$ cat config.mk
export PLATFORM = sky130hd
export DESIGN_NAME = savitzky_golay_smoother_core
export DESIGN_NICKNAME = d
export VERILOG_FILES = /design/src/sgs_pkg.sv /design/src/sgs_filter.sv /design/src/sgs_window.sv /design/src/savitzky_golay_smoother_core.sv
export VERILOG_INCLUDE_DIRS = /design/src /design/src/src
export SDC_FILE = /design/constraint.sdc
export NUM_CORES = 1
export LEC_CHECK = 0
export ABC_AREA = 1
export ABC_CLOCK_PERIOD_IN_PS = 11400
export BUFFER_PORTS_ARGS = -buffer_cell sky130_fd_sc_hd__buf_2
export CORE_MARGIN = 3
export CORE_UTILIZATION = 30
export CTS_BUF_LIST = sky130_fd_sc_hd__clkbuf_8
export DETAILED_ROUTE_END_ITERATION = 8
export GPL_ROUTABILITY_DRIVEN = 0
export GPL_TIMING_DRIVEN = 0
export PLACE_DENSITY = 0.42
export SLEW_MARGIN = 20
export SYNTH_ARGS = -nofsm -noshare
export SYNTH_HDL_FRONTEND = slang
export SYNTH_HIERARCHICAL = 1
export SYNTH_SLANG_ARGS = --single-unit
export TNS_END_PERCENT = 30
$ cat constraint.sdc
create_clock -name clock -period 11.4 [get_ports clock]
set_input_delay 1.14 -clock clock [delete_from_list [all_inputs] [get_ports clock]]
set_output_delay 1.14 -clock clock [all_outputs]
set_load 0.03 [all_outputs]
$ cat src/savitzky_golay_smoother_core_defines.svh
// ---------------------------------------------------------------------------
// Savitzky-Golay smoother assertion macros
// Shared concurrent assertion forms, synchronous reset disables checking.
// ---------------------------------------------------------------------------
`ifndef SAVITZKY_GOLAY_SMOOTHER_CORE_DEFINES_SVH
`define SAVITZKY_GOLAY_SMOOTHER_CORE_DEFINES_SVH

// Same-cycle implication.
`define SGS_ASSERT_NOW(label, clk, rst, ante, cons) \
   label: assert property (@(posedge clk) disable iff (rst) (ante) |-> (cons)) \
      else $error("sgs same-cycle check failed");

// Next-cycle implication.
`define SGS_ASSERT_NEXT(label, clk, rst, ante, cons) \
   label: assert property (@(posedge clk) disable iff (rst) (ante) |=> (cons)) \
      else $error("sgs next-cycle check failed");

`endif

$ cat src/sgs_pkg.sv
// ---------------------------------------------------------------------------
// sgs_pkg
// Types and constants of the five-point Savitzky-Golay smoother.
// ---------------------------------------------------------------------------
`default_nettype none

package sgs_pkg;

   localparam int WINDOW_LENGTH = 5;
   localparam int HIST_DEPTH    = WINDOW_LENGTH - 1;
   localparam int CENTER        = WINDOW_LENGTH / 2;
   localparam int SAMPLE_BITS   = 16;
   localparam int ACC_BITS      = 22;
   localparam int MAG_BITS      = ACC_BITS - 1;
   localparam int RECIP_SHIFT   = 26;
   localparam int PROD_BITS     = 2 * MAG_BITS;
   localparam int QMAG_BITS     = SAMPLE_BITS;

   typedef logic signed [SAMPLE_BITS-1:0] sample_type;
   typedef logic signed [ACC_BITS-1:0]    acc_type;
   typedef logic        [MAG_BITS-1:0]    mag_type;
   typedef logic        [PROD_BITS-1:0]   prod_type;
   typedef logic        [QMAG_BITS-1:0]   qmag_type;
   typedef sample_type                    taps_type [WINDOW_LENGTH];
   typedef sample_type                    hist_type [HIST_DEPTH];

   typedef struct packed {
      logic       advance;
      sample_type smoothed;
   } window_update_type;

   // weights, oldest tap first
   localparam acc_type SG_WEIGHTS [WINDOW_LENGTH] = '{
      -22'sd3, 22'sd12, 22'sd17, 22'sd12, -22'sd3
   };

   // ceil(2^26 / 35): exact floor division for magnitudes below 2^21
   localparam prod_type SG_RECIP = PROD_BITS'(1917397);

   localparam qmag_type SAT_POS_LIMIT = QMAG_BITS'(32767);
   localparam qmag_type SAT_NEG_LIMIT = QMAG_BITS'(32768);
   localparam sample_type SAMPLE_MAX  = 16'sh7fff;
   localparam sample_type SAMPLE_MIN  = 16'sh8000;

endpackage

`default_nettype wire

$ cat src/sgs_filter.sv
// ---------------------------------------------------------------------------
// sgs_filter
// Weighted window sum, truncating divide by 35 and saturation.
// ---------------------------------------------------------------------------
`default_nettype none

module sgs_filter
   import sgs_pkg::*;
(
   input  wire taps_type   taps,
   output sample_type      smoothed
);

   acc_type  acc;
   mag_type  mag;
   prod_type prod;
   qmag_type qmag;
   logic     neg;

   always_comb begin
      acc = '0;
      for (int i = 0; i < WINDOW_LENGTH; i++) begin
         acc = acc + ACC_BITS'(taps[i]) * SG_WEIGHTS[i];
      end
   end

   assign neg  = acc[ACC_BITS-1];
   assign mag  = neg ? MAG_BITS'(-acc) : MAG_BITS'(acc);
   assign prod = PROD_BITS'(mag) * SG_RECIP;
   assign qmag = prod[RECIP_SHIFT +: QMAG_BITS];

   always_comb begin
      if (!neg) begin
         smoothed = (qmag > SAT_POS_LIMIT) ? SAMPLE_MAX : sample_type'(qmag);
      end else begin
         smoothed = (qmag > SAT_NEG_LIMIT) ? SAMPLE_MIN : sample_type'(-qmag);
      end
   end

endmodule

`default_nettype wire

$ cat src/sgs_window.sv
// ---------------------------------------------------------------------------
// sgs_window
// Sample history; holds the four older window entries and writes back
// the smoothed value into the centre entry.
// ---------------------------------------------------------------------------
`default_nettype none

module sgs_window
   import sgs_pkg::*;
(
   input  wire               clock,
   input  wire               reset,
   input  window_update_type upd,
   input  wire sample_type   sample,
   output taps_type          taps
);

   hist_type hist_ff;
   hist_type hist_in;

   always_comb begin
      for (int i = 0; i < HIST_DEPTH; i++) begin
         taps[i] = hist_ff[i];
      end
      taps[HIST_DEPTH] = sample;
   end

   always_comb begin
      hist_in = hist_ff;
      if (upd.advance) begin
         for (int i = 0; i < HIST_DEPTH - 1; i++) begin
            hist_in[i] = hist_ff[i+1];
         end
         hist_in[HIST_DEPTH-1] = sample;
         hist_in[CENTER-1]     = upd.smoothed;
      end
   end

   always_ff @(posedge clock) begin
      if (reset) begin
         for (int i = 0; i < HIST_DEPTH; i++) begin
            hist_ff[i] <= '0;
         end
      end else begin
         hist_ff <= hist_in;
      end
   end

endmodule

`default_nettype wire

$ cat src/savitzky_golay_smoother_core.sv
// ---------------------------------------------------------------------------
// savitzky_golay_smoother_core
// Five-point quadratic smoother with output feedback into the window.
// ---------------------------------------------------------------------------
// Takes one signed 16-bit sample per transaction and returns one smoothed
// sample per transaction, in order. Throughput is one transaction per clock
// while rsp is not stalled. A sample lands in the input register at the edge
// that accepts it, and the result register loads when that sample advances,
// which a stall on rsp holds off; the result is then offered on rsp. The rate
// is set by the window feedback loop: window registers, weighted sum,
// reciprocal multiply for the divide by 35 and saturation close in one
// combinational path. The window is zero after reset.
`default_nettype none
`include "savitzky_golay_smoother_core_defines.svh"

module savitzky_golay_smoother_core
   import sgs_pkg::*;
(
   input  wire        clock,
   input  wire        reset,
   input  wire        req_tvalid,
   output logic       req_tready,
   input  wire [15:0] req_tdata,   // [15:0] sample
   output logic       rsp_tvalid,
   input  wire        rsp_tready,
   output logic [15:0] rsp_tdata   // [15:0] smoothed
);

   logic              in_valid_ff,  in_valid_in;
   sample_type        sample_ff,    sample_in;
   logic              out_valid_ff, out_valid_in;
   sample_type        result_ff,    result_in;
   logic              advance;
   taps_type          taps;
   window_update_type upd;

   assign advance    = in_valid_ff && (!out_valid_ff || rsp_tready);
   assign req_tready = !in_valid_ff || advance;

   assign in_valid_in  = (req_tvalid && req_tready) || (in_valid_ff && !advance);
   assign sample_in    = (req_tvalid && req_tready) ? sample_type'(req_tdata) : sample_ff;
   assign out_valid_in = advance || (out_valid_ff && !rsp_tready);

   assign upd.advance  = advance;
   assign upd.smoothed = result_in;

   sgs_window u_window (
      .clock  (clock),
      .reset  (reset),
      .upd    (upd),
      .sample (sample_ff),
      .taps   (taps)
   );

   sgs_filter u_filter (
      .taps     (taps),
      .smoothed (result_in)
   );

   always_ff @(posedge clock) begin
      if (reset) begin
         in_valid_ff  <= 1'b0;
         out_valid_ff <= 1'b0;
      end else begin
         in_valid_ff  <= in_valid_in;
         out_valid_ff <= out_valid_in;
      end
   end

   always_ff @(posedge clock) begin
      sample_ff <= sample_in;
      if (advance) begin
         result_ff <= result_in;
      end
   end

   assign rsp_tvalid = out_valid_ff;
   assign rsp_tdata  = result_ff;

   `SGS_ASSERT_NEXT(a_adv_result, clock, reset, advance, out_valid_ff && result_ff == $past(result_in))
   `SGS_ASSERT_NEXT(a_stall_hold, clock, reset, in_valid_ff && !advance, in_valid_ff && $stable(sample_ff))
   `SGS_ASSERT_NEXT(a_feedback, clock, reset, advance, taps[CENTER-1] == $past(result_in))
   `SGS_ASSERT_NOW(a_empty_ready, clock, reset, !out_valid_ff, req_tready)

endmodule

`default_nettype wire

==> results by group <==
Outcome
  • Outcome: finished, violations left
  • Failing checks: setup timing

STA
  • Final Hold Viols: 0
  • Period Utilization, post-route: 1.094
  • Final worst slack: -1076 ps
  • Final setup viols: 32
  • RSZ-0062 raised after global routing: yes
  • Minimum clock period: 12480 ps
  • Slew @ Worst Pin: 707.4 ps
  • Fmax: 80.16 MHz
  • Worst Skew: 29.36 ps
  • Slew Viols, Final: 0
  • Max-slew headroom: 0.5279

Setup path
  • Startpoint types: flop
  • FF-to-FF Start: u_window/taps[49]
  • Slowest CP cell: fa_2
  • R2r worst-path depth: 67
  • Critical Path Max Stage Delay: 570 ps
  • Critical Path End Type: flop
  • Critical path type: flop to flop
  • Most frequent CP cell: fa_1
  • Reg-to-Reg End: u_window/taps[63]
  • CP arrival: 12850 ps
  • CP max FO: 6
  • Worst Path Required: 11770 ps
  • Reg2Reg Setup Slack: -1080 ps

Clock tree
  • Post-CTS Hold Buffers: 0
  • Clock Path Buffers: 2
  • TritonCTS clock tree: done
  • # clock sinks: 98
  • Clock Root Buffer: clkbuf_8
  • Htree depth: 3
  • Clk pin slew, worst setup/hold paths: 130 ps
  • Latest clock arrival within the worst-skew pair: 420 ps
  • Inserted Clock Buffers: 9

Detailed routing
  • Initial DRC count: 538
  • Total iterations of the first detailed-routing run: 5
  • Detailed-route via count: 16208
  • Detailed Route WL: 56.42 mm
  • Antenna Violating Nets Remaining: 0
  • Wire per inst: 15.15 µm
  • Via density: 4.352
  • DRC: 0

Logic synthesis
  • Synth top area share: 0.2290
  • Unique cell type count in the Yosys netlist: 52
  • Largest cells by area after synthesis: fa_1 (23%), ha_1 (21%), inv_1 (14%)
  • Mapped Area: 20190 µm²
  • Post-Synthesis Cells: 2706
  • Mean Syn Cell Area: 7.463 µm²
  • Main synth FF type: dfxtp_1
  • Syn Nets: 3302
  • Number of synthesized flops with an enable pin: 32
  • Seq/Total Area, Yosys: 0.1130
  • Synth warn: 6
  • Synth area leader: fa_1
  • #FFs+latches synth: 98
  • Post-synth ARST share: 0

Placed design
  • DP Wirelength: 49.46 mm
  • Dpl cells: 3607
  • PortBufs: 37

GRT
  • Largest net degree at the start of global routing: 21
  • Total gr overflow: 0
  • Total GRT Usage: 0.1653
  • Initial antenna violation count: 0
  • Global-route wire length before repair: 91.89 mm
  • Vias in the first global route: 17292

Cells and area
  • Non-Filler Instances: 3724
  • Area grow syn2layout: 19.88%
  • Storage cell area: 2298 µm²
  • Fillers: 7102
  • Final core utilization: 0.3656
  • Multi-input combinational cell area: 16360 µm²
  • Layout cells sized above 1: 0.1941
  • Fin nets: 3451
  • Antenna cells: 0

Die
  • Die ar.: 70460 µm²
  • Row count: 94
  • Die width: 265.5 µm
  • Total core area: 66220 µm²
  • DIE HEIGHT: 265.5 µm
  • Initial Util: 0.3050
  • I/O Pins: 38

Worst hold path
  • Hold_sp: u_window/taps[74]
  • Hold Crit Depth: 2
  • WHS Endpoint: u_window/taps[74]
  • Hold crit path type: flop to flop

Job
  • Max Cap Viol: 0
==> per-stage QoR <==
stage / hold slack (ps) / setup slack [ps] / setup TNS, ps / instance area, µm²
finish: 506.0 / -1076 / -31410 / 24210
global route: 527.2 / -1601 / -46970 / 24210
CTS: 506.7 / -1054 / -30900 / 23570
detailed placement: 488.0 / -2117 / -63210 / 21970
global placement: 463.2 / -2123 / -63610 / 21950
floorplan: 456.9 / -173.9 / -3256 / 20690
==> layer usage <==
layer,vias to the layer above,track usage,wire length (µm)
li1,8378,-,-
met1,7700,0.2105,26000
met2,96,0.3106,28890
met3,34,0.009065,576
met4,0,0.03025,945
met5,-,0,0
==> cell usage after synthesis (10+ instances only) <==
| cell | count |
|---|---|
| inv_1 | 742 |
| nand2_1 | 595 |
| ha_1 | 345 |
| nor2_1 | 238 |
| fa_1 | 231 |
| nand3_1 | 94 |
| a21oi_1 | 73 |
| dfxtp_1 | 66 |
| o21ai_0 | 33 |
| edfxtp_1 | 32 |
| xor2_1 | 32 |
| xnor2_1 | 28 |
| nand2_2 | 20 |
| buf_4 | 19 |
| nand4_1 | 19 |
| nor2_2 | 15 |
| buf_6 | 13 |
| nor3_1 | 10 |
==> how the worst max path moves through the flow <==
stage                           start                end  slack (ps)  depth (start not counted)
finish              u_window/taps[49]  u_window/taps[63]       -1080                         67
detailed placement  u_window/taps[48]  u_window/taps[63]       -2120                         62
global placement    u_window/taps[48]  u_window/taps[63]       -2120                         62
CTS                 u_window/taps[49]  u_window/taps[60]       -1050                         66
global route        u_window/taps[49]  u_window/taps[63]       -1600                         62
floorplan           u_window/taps[50]  u_window/taps[61]        -170                         65
==> cell usage in the layout, fill, tap and decap left out, types with 18 or more instances in the layout <==
master and instances:
a21oi_1 52, a21oi_2 18, buf_2 44, buf_4 107, dfxtp_1 61, edfxtp_1 32
fa_1 214, ha_1 309, ha_4 31, inv_1 712, inv_2 29, nand2_1 508
nand2_2 79, nand2_4 29, nand3_1 78, nand3_2 19, nand4_1 19, nor2_1 205
nor2_2 28, nor2_4 22, o21ai_0 18, xnor2_1 25, xor2_1 23
==> cells by family after synthesis <==
kind of cell,synth area share
flops,0.1130
compound gates,0.04343
simple gates,0.2122
xor+xnor,0.03086
fa+ha+maj,0.4428
buf+inv,0.1577
==> layout make-up <==
cell class,instances,share of cell area
multi-input combinational,1816,0.6759
inverter,751,0.1178
sequential,98,0.09494
tap,864,0.04465
timing repair buffer,136,0.04207
buffer,43,0.01612
clock buffer,9,0.005117
clock inverter,7,0.003359
==> sequential cells by signal, summed over array words and instances, names as in the netlist <==
name	flops
rsp_tdata	16
sample_ff	16
u_window/taps	64
rsp_tvalid	1
in_valid_ff	1
==> repair_timing <==
item | CTS | global route
buffers inserted | 70 | 29
resized for setup | 187 | 119
endpoints found under the setup margin | 32 | 32
gates cloned | 2 | 0
pin swaps | 116 | 69
==> worst max-delay path, delay by kind of cell, from the launching register on <==
kind	cells	cell delay, ps
compound gates	5	750
fa+ha+maj	17	7040
buf+inv	18	1230
flops	1	380
xor+xnor	2	380
simple gates	25	2630
Power is left out: the tool's default activity adds up to more than one toggle a clock period on the data nets, which glitch-free logic cannot reach.
